[src/hdl/assert_macros.svh]
// assertion macros used by the sampler top level
// no dependencies
`ifndef ASSERT_MACROS_SVH
`define ASSERT_MACROS_SVH

// same-cycle implication
`define ASSERT_IMPLY(lbl, clk, rst, ante, cons) \
   lbl: assert property (@(posedge clk) disable iff (rst) (ante) |-> (cons)) \
      else $error("assertion failed");

// next-cycle implication
`define ASSERT_NEXT(lbl, clk, rst, ante, cons) \
   lbl: assert property (@(posedge clk) disable iff (rst) (ante) |=> (cons)) \
      else $error("assertion failed");

`endif

[src/hdl/kvts_pkg.sv]
// types and constants for the vec3 keyframe track sampler
// used by kvts_front, kvts_back and the top level; no dependencies
package kvts_pkg;

   localparam int unsigned VAL_W  = 32;
   localparam int unsigned TIME_W = 32;
   localparam int unsigned SLOT_W = 6;
   localparam int unsigned KC_W   = 7;
   localparam int unsigned FAC_W  = 17;
   localparam int unsigned SEG_W  = 6;
   localparam int unsigned QUO_W  = 16;

   localparam logic CMD_LOAD   = 1'b0;
   localparam logic CMD_SAMPLE = 1'b1;

   localparam logic [FAC_W-1:0] FAC_ONE = 17'h10000;

   typedef struct packed {
      logic              is_load;
      logic [SLOT_W-1:0] slot;
      logic [TIME_W-1:0] tval;   // key time for loads, query time for samples
      logic [VAL_W-1:0]  x;
      logic [VAL_W-1:0]  y;
      logic [VAL_W-1:0]  z;
   } item_type;

   typedef struct packed {
      logic     valid;
      item_type item;
   } qhead_type;

   typedef enum logic [2:0] {
      ST_IDLE,
      ST_SRCH,
      ST_LO,
      ST_PREP,
      ST_DIV,
      ST_MUL,
      ST_OUT
   } back_state_type;

endpackage

[src/hdl/kvts_front.sv]
// input side of the sampler: accepts transactions, classifies them and
// queues them for the back end; depends on kvts_pkg
module kvts_front import kvts_pkg::*; #(
   parameter int unsigned MAX_KEYS = 64
) (
   input  logic              clock,
   input  logic              reset,
   input  logic              req_tvalid,
   output logic              req_tready,
   input  logic              command,
   input  logic [SLOT_W-1:0] key_slot,
   input  logic [TIME_W-1:0] key_time,
   input  logic [VAL_W-1:0]  key_x,
   input  logic [VAL_W-1:0]  key_y,
   input  logic [VAL_W-1:0]  key_z,
   input  logic [TIME_W-1:0] sample_time,
   output qhead_type         head,
   input  logic              pop
);

   item_type   q_ff [2];
   logic       wr_ptr_ff, wr_ptr_in;
   logic       rd_ptr_ff, rd_ptr_in;
   logic [1:0] cnt_ff, cnt_in;
   item_type   item;
   logic       push;
   logic       drop;

   assign req_tready = (cnt_ff != 2'd2);

   always_comb begin
      item.is_load = (command == CMD_LOAD);
      item.slot    = key_slot;
      item.tval    = item.is_load ? key_time : sample_time;
      item.x       = key_x;
      item.y       = key_y;
      item.z       = key_z;
      // loads past the store depth are swallowed here
      drop = item.is_load && (32'(key_slot) >= MAX_KEYS);
      push = req_tvalid && req_tready && !drop;
   end

   assign head.valid = (cnt_ff != 2'd0);
   assign head.item  = q_ff[rd_ptr_ff];

   always_comb begin
      wr_ptr_in = wr_ptr_ff;
      rd_ptr_in = rd_ptr_ff;
      cnt_in    = cnt_ff;
      if (push) begin
         wr_ptr_in = !wr_ptr_ff;
      end
      if (pop && head.valid) begin
         rd_ptr_in = !rd_ptr_ff;
      end
      if (push && !(pop && head.valid)) begin
         cnt_in = cnt_ff + 2'd1;
      end else if (!push && pop && head.valid) begin
         cnt_in = cnt_ff - 2'd1;
      end
   end

   always_ff @(posedge clock) begin
      if (reset) begin
         wr_ptr_ff <= 1'b0;
         rd_ptr_ff <= 1'b0;
         cnt_ff    <= 2'd0;
      end else begin
         wr_ptr_ff <= wr_ptr_in;
         rd_ptr_ff <= rd_ptr_in;
         cnt_ff    <= cnt_in;
      end
   end

   always_ff @(posedge clock) begin
      if (push) begin
         q_ff[wr_ptr_ff] <= item;
      end
   end

endmodule

[config.mk]
export PLATFORM = sky130hd
export DESIGN_NAME = kvts_front
export DESIGN_NICKNAME = d
export VERILOG_FILES = /design/src/hdl/assert_macros.svh /design/src/hdl/kvts_pkg.sv /design/src/hdl/kvts_front.sv
export SDC_FILE = /design/constraint.sdc
export NUM_CORES = 1
export LEC_CHECK = 0
export ABC_AREA = 1
export BUFFER_PORTS_ARGS = -buffer_cell sky130_fd_sc_hd__buf_2
export CORE_MARGIN = 2
export CORE_UTILIZATION = 47
export DETAILED_ROUTE_END_ITERATION = 10
export MAX_ROUTING_LAYER = met4
export PLACE_DENSITY = 0.87
export SLEW_MARGIN = 20
export SYNTH_ARGS = -nofsm -noshare
export SYNTH_HDL_FRONTEND = slang
export SYNTH_SLANG_ARGS = --single-unit
export TNS_END_PERCENT = 5
[constraint.sdc]
create_clock -name clock -period 7.7 [get_ports clock]
set_clock_uncertainty 0.2 [all_clocks]
set_input_delay 1.54 -clock clock [delete_from_list [all_inputs] [get_ports clock]]
set_output_delay 1.54 -clock clock [all_outputs]
set_load 0.01 [all_outputs]
==> results by group, run 1 <==
Timing
  – Minimum clock period after layout: 4.045 ns
  – Number of hold violations in the final report: 0
  – Number of slew-limit violations in the final report: 0
  – Crit share post-route: 52.53%
  – WHS: 0.2899 ns
  – Post-route setup slack: 3.655 ns
  – Transition time at the pin with the least slew margin: 1.031 ns
  – Remaining max-slew budget at the tightest pin: 31.23%
  – Max frequency: 247.2 MHz
  – Setup repair after global routing missed its margin: no
  – Final Setup Violations: 0

CTS
  – Later-pin clock latency in the skew report: 0.53 ns
  – Sink Count: 275
  – Clock tree from TritonCTS: done
  – Resized Gates After CTS: 0
  – CTS Buf Count: 28
  – Clk buf depth: 3
  – Buffer type at the clock tree root: sky130_fd_sc_hd__clkbuf_16
  – Clock-pin slew on the worst setup and hold paths: 0.06 ns
  – Number of buffers inserted by post-CTS setup repair: 0
  – CTS hold repair buffers: 0
  – Count of H-tree levels built during CTS: 1

Die
  – Number of primary I/O pins: 308
  – Core Region: 21960 um2
  – Width of the die: 153.8 um
  – Total Die Area: 23660 um2
  – Vertical die dimension: 153.8 um
  – Starting utilization of the core area: 48.05%
  – Site row count: 54

Synthesis
  – Gate count after technology mapping: 557
  – Synth unique cells: 16
  – Count of flip-flops with a built-in enable after synthesis: 270
  – Sequential-to-total area share from yosys stat: 77.79%
  – Total of flip-flops plus latches after synthesis: 275
  – Async S/R FF share, synth: 0%
  – Nets in the synthesized netlist: 728
  – Predominant post-synthesis flop cell: sky130_fd_sc_hd__edfxtp_1
  – YS warnings: 0
  – Mean post-synth cell area: 18.94 um2
  – Cell area after synthesis: 10550 um2

Final layout
  – Filler-free cell count of the finished design: 1182
  – Layout Nets: 1049
  – Ratio of cells with drive above 1 in the final layout: 54.52%
  – Synthesis-to-finish area growth: 25.52%

Worst setup path
  – Required arrival time at the worst endpoint: 5.96 ns
  – CP max FO: 59
  – Path type of the worst setup path: reg -> out
  – Worst Path Arrival: 2.31 ns
  – Crit. End Element: output port
  – CP Launch Type: register

Worst hold path
  – Type of the worst min-delay path: reg -> reg

Global routing
  – Pin count of the biggest net entering global routing: 77
  – Via count of the first global-routing pass: 6080
  – Antenna violations before repair: 5
  – Grt total ovfl: 0
  – Total GRT Usage: 17.69%
  – Wire length of the first global-routing pass: 31880 um

Route
  – Total vias in the final route: 5845
  – Post-route ant nets: 0
  – DRC Markers: 0
  – Number of design-rule violations left by the first detailed-router iteration: 335
  – Post-DR wirelength/cell: 17.63 um
  – Length of the first detailed-routing pass in iterations: 4
  – Mean number of vias per cell: 4.945
  – Detailed-route wire length: 20830 um

Power and ir drop
  – Peak supply drop: 0.0001929 V
  – LEAKAGE: 5.268 nW
  – Power density normalized to cell area: 260.3 nW/um2

Placed design
  – Port bufs: 307
  – DP Cell Count: 1128
  – Setup Slack @ Placement: 4.205 ns
  – Global placement routability congestion: 0.7776
  – Detailed placer's ending HPWL: 14060 um

Job
  – Reported max-cap violation count: 0

Status
  – Result of the run: finished clean
Yosys cell counts (2+ instances only):
cell type	n	area share, %
sky130_fd_sc_hd__dfxtp_1	5	0.95
sky130_fd_sc_hd__mux2_4	50	7.1
sky130_fd_sc_hd__nand3_1	2	0.095
sky130_fd_sc_hd__edfxtp_1	270	77
sky130_fd_sc_hd__buf_2	11	0.52
sky130_fd_sc_hd__nor2_1	6	0.21
sky130_fd_sc_hd__inv_1	6	0.21
sky130_fd_sc_hd__clkbuf_1	4	0.14
sky130_fd_sc_hd__nand2_1	104	3.7
sky130_fd_sc_hd__a21oi_1	3	0.14
sky130_fd_sc_hd__mux2_2	85	9.1
sky130_fd_sc_hd__buf_6	7	0.75
area by class of cell:
class	count	area [um2]
Antenna cell	5	12.51
Clock buffer	36	750.7
Clock inverter	13	127.6
Fill cell	1586	8715
Inverter	6	22.52
Multi-Input combinational cell	254	2187
Sequential cell	275	8212
Tap cell	280	350.3
Timing Repair Buffer	313	1582
through the flow:
stage | total power [mW] | utilization, % | cell area, um2 | setup TNS [ns]
after CTS | 3.484 | 60.26 | 13230 | 0
after floorplan | 2.046 | - | 10550 | -57.15
after detailed placement | 2.200 | 56.26 | 12350 | 0
after global placement | 2.183 | 56.26 | 12350 | 0
after global routing | 3.576 | 60.31 | 13240 | 0
final | 3.447 | 60.31 | 13240 | 0
cell usage in the layout, fill, tap and decap left out, drive strengths merged:
cell,instances
a21oi,3
buf,313
bufinv,2
clkbuf,36
clkinv,10
dfxtp,5
diode,5
edfxtp,270
inv,7
mux2,135
nand2,104
nand3,2
nand3b,1
nor2,6
nor3,1
o21ai,1
xor2,1
cells by family after synthesis:
group / count (synthesis) / share of synthesized area, %
xor gates and xnor gates: 1 / 0.08302
AOI/OAI and AO/OA: 4 / 0.1896
muxes: 135 / 16.19
DFF: 275 / 77.79
buffers and inverters: 28 / 1.625
and+or+nand+nor: 114 / 4.127
flip-flops by register name (all words and copies together) (netlist names), named ones only:
signal and flops:
rd_ptr_ff 1, q_ff 270, cnt_ff 2, wr_ptr_ff 1
where the power goes:
part           internal [mW]  switching [mW]
logic                  0.185           0.205
registers               1.75          0.0232
clock network          0.752           0.529
worst max-delay path, cell delays in order, from the launching register on:
cell and delay (ns):
sky130_fd_sc_hd__dfxtp_4 0.38, sky130_fd_sc_hd__buf_4 0.75, sky130_fd_sc_hd__mux2_2 0.41, sky130_fd_sc_hd__buf_2 0.14
final timing paths:
check,slack (ns),depth (start not counted),from,endpoint
max,3.65,3,register,head[132]
min,0.29,2,rd_ptr_ff,rd_ptr_ff
max reg2reg,5.33,5,cnt_ff[0],q_ff[0][12]
min reg2reg,0.29,2,rd_ptr_ff,rd_ptr_ff
per-layer routing:
| layer | GRT usage [%] | part of all wire (%) | vias to the layer above |
|---|---|---|---|
| met5 | - | 0 | - |
| met4 | 5.919 | 3.4 | 0 |
| met3 | 4.200 | 6.5 | 48 |
| met2 | 30.85 | 52 | 238 |
| met1 | 20.20 | 38 | 2812 |
| li1 | - | - | 2747 |
No activity file was read; power rests on OpenSTA's default activity.
==> run 2, diff against run 1 <==
--- a/config.mk
+++ b/config.mk
@@ -8,10 +8,10 @@
 export ABC_AREA = 1
 export BUFFER_PORTS_ARGS = -buffer_cell sky130_fd_sc_hd__buf_2
 export CORE_MARGIN = 2
-export CORE_UTILIZATION = 47
+export CORE_UTILIZATION = 50
 export DETAILED_ROUTE_END_ITERATION = 10
 export MAX_ROUTING_LAYER = met4
-export PLACE_DENSITY = 0.87
+export PLACE_DENSITY = 0.88
 export SLEW_MARGIN = 20
 export SYNTH_ARGS = -nofsm -noshare
 export SYNTH_HDL_FRONTEND = slang
==> constraint.sdc (replaced) <==
create_clock -name clock -period 3.9 [get_ports clock]
set_clock_uncertainty 0.2 [all_clocks]
set_input_delay 0.78 -clock clock [delete_from_list [all_inputs] [get_ports clock]]
set_output_delay 0.78 -clock clock [all_outputs]
set_load 0.01 [all_outputs]
==> run 2 against run 1 <==
Highest routed layer unchanged. Sequential share of layout area decreased by 0.40 points. Clock power increased by 110%. First-iteration DRC count decreased by 6.0%. Clock-buffer cell count increased by 2. Combinational power increased by 100%. Register-to-register slack got worse by 3.6 ns. Sequential power increased by 97%. Largest cell class unchanged.
==> results by group, run 2 (synthesis gave the netlist of run 1 again) <==
Status
  – Result of the run: finished clean

CTS
  – Clock tree from TritonCTS: done
  – CTS hold repair buffers: 0
  – CTS Buf Count: 28
  – Clock-pin slew on the worst setup and hold paths: 0.06 ns
  – Later-pin clock latency in the skew report: 0.51 ns
  – Resized Gates After CTS: 0
  – Buffer type at the clock tree root: sky130_fd_sc_hd__clkbuf_16
  – Sink Count: 275
  – Number of buffers inserted by post-CTS setup repair: 0
  – Clk buf depth: 3
  – Count of H-tree levels built during CTS: 1

Timing
  – Number of hold violations in the final report: 0
  – Max frequency: 348.9 MHz
  – Final Setup Violations: 0
  – Remaining max-slew budget at the tightest pin: 32.45%
  – Minimum clock period after layout: 2.866 ns
  – Transition time at the pin with the least slew margin: 1.007 ns
  – Post-route setup slack: 1.034 ns
  – Crit share post-route: 73.49%
  – Number of slew-limit violations in the final report: 0
  – Setup repair after global routing missed its margin: no

Route
  – Mean number of vias per cell: 5.020
  – Detailed-route wire length: 20190 um
  – DRC Markers: 0
  – Total vias in the final route: 5893
  – Number of design-rule violations left by the first detailed-router iteration: 315
  – Post-DR wirelength/cell: 17.19 um
  – Post-route ant nets: 0
  – Length of the first detailed-routing pass in iterations: 4

Die
  – Site row count: 53
  – Vertical die dimension: 149.3 um
  – Total Die Area: 22280 um2
  – Core Region: 20890 um2
  – Starting utilization of the core area: 50.51%
  – Width of the die: 149.3 um
  – Number of primary I/O pins: 308

Global routing
  – Total GRT Usage: 17.84%
  – Grt total ovfl: 0
  – Antenna violations before repair: 1
  – Wire length of the first global-routing pass: 30170 um
  – Pin count of the biggest net entering global routing: 137
  – Via count of the first global-routing pass: 6053

Final layout
  – Layout Nets: 1048
  – Largest registers: q_ff x270, cnt_ff x2
  – Synthesis-to-finish area growth: 26.32%
  – Most frequent cells in the layout: sky130_fd_sc_hd__buf_2, sky130_fd_sc_hd__edfxtp_1, sky130_fd_sc_hd__nand2_1
  – Filler-free cell count of the finished design: 1174
  – Number of fill cells in the layout: 1457
  – Most common cell after layout, fill and taps aside: sky130_fd_sc_hd__buf_2
  – Number of flip-flops under the largest register name: 270
  – Most flop-heavy register: q_ff
  – Non-Filler Cell Area, Final: 13330 um2
  – Ratio of cells with drive above 1 in the final layout: 54.45%

Worst setup path
  – Path type of the worst setup path: reg -> out
  – Slowest cell on crit path: sky130_fd_sc_hd__mux2_2
  – Delay of the slowest cell on the worst path: 0.43 ns
  – CP max FO: 74
  – Worst Path Arrival: 1.89 ns
  – Critical path cell sequence: buf_12, mux2_2, buf_2
  – Required arrival time at the worst endpoint: 2.92 ns
  – CP Launch Type: register
  – Crit. End Element: output port

Placed design
  – Post-DP Area: 12390 um2
  – Port bufs: 307
  – DP Cell Count: 1122
  – Detailed placer's ending HPWL: 12900 um
  – Global placement routability congestion: 0.7398
  – Setup Slack @ Placement: 1.438 ns

Worst hold path
  – Type of the worst min-delay path: in -> reg

Power and ir drop
  – Peak supply drop: 0.0003821 V
  – LEAKAGE: 5.290 nW
  – Power density normalized to cell area: 520.9 nW/um2

Job
  – Reported max-cap violation count: 0
run 2: power by group:
part / switching (mW) / internal [mW]
clock: 1.03 / 1.63
combinational: 0.411 / 0.370
sequential: 0.0431 / 3.46
total: 1.48 / 5.46
run 2: worst max-delay path, delay by kind of cell, from the launching register on:
family | cells | cell delay [ns]
buf+inv | 2 | 0.46
flops | 1 | 0.37
mux | 1 | 0.43
run 2: cell type report:
class	count	area, um2	share of cell area [%]
flip-flops and latches	275	8212	61.61
well taps	275	344.1	2.581
repair buffers	312	1624	12.18
clock buffers	38	759.5	5.698
multi-input cells	254	2187	16.41
diodes	1	2.502	0.01877
clock inverters	13	177.7	1.333
inverters	6	22.52	0.1690
run 2: final timing paths:
path / start / end / depth (start not counted) / slack (ns)
setup / recovery: register / head[6] / 3 / 1.03
hold / removal: key_z[31] / q_ff[0][31] / 1 / 0.24
setup reg to reg: cnt_ff[0] / q_ff[0][127] / 5 / 1.72
hold reg to reg: rd_ptr_ff / register / 2 / 0.27
run 2: per-layer routing:
metal | share of wire [%] | global-route usage, % | routed length (um)
met5 | 0 | - | 0
met4 | 3.5 | 6.619 | 707
met3 | 7.7 | 3.914 | 1551
met2 | 52 | 32.19 | 10540
met1 | 37 | 19.26 | 7382
run 2: stage by stage:
step	total power [mW]	util (%)	TNS, ns	hold WS, ns
after floorplan	4.029	-	-323.51	0.2474
after global placement	4.318	59.31	0	0.2442
after detailed placement	4.348	59.31	0	0.2631
after CTS	7.020	63.80	0	0.2108
after global routing	7.199	63.81	0	0.2164
final	6.942	63.81	0	0.2439
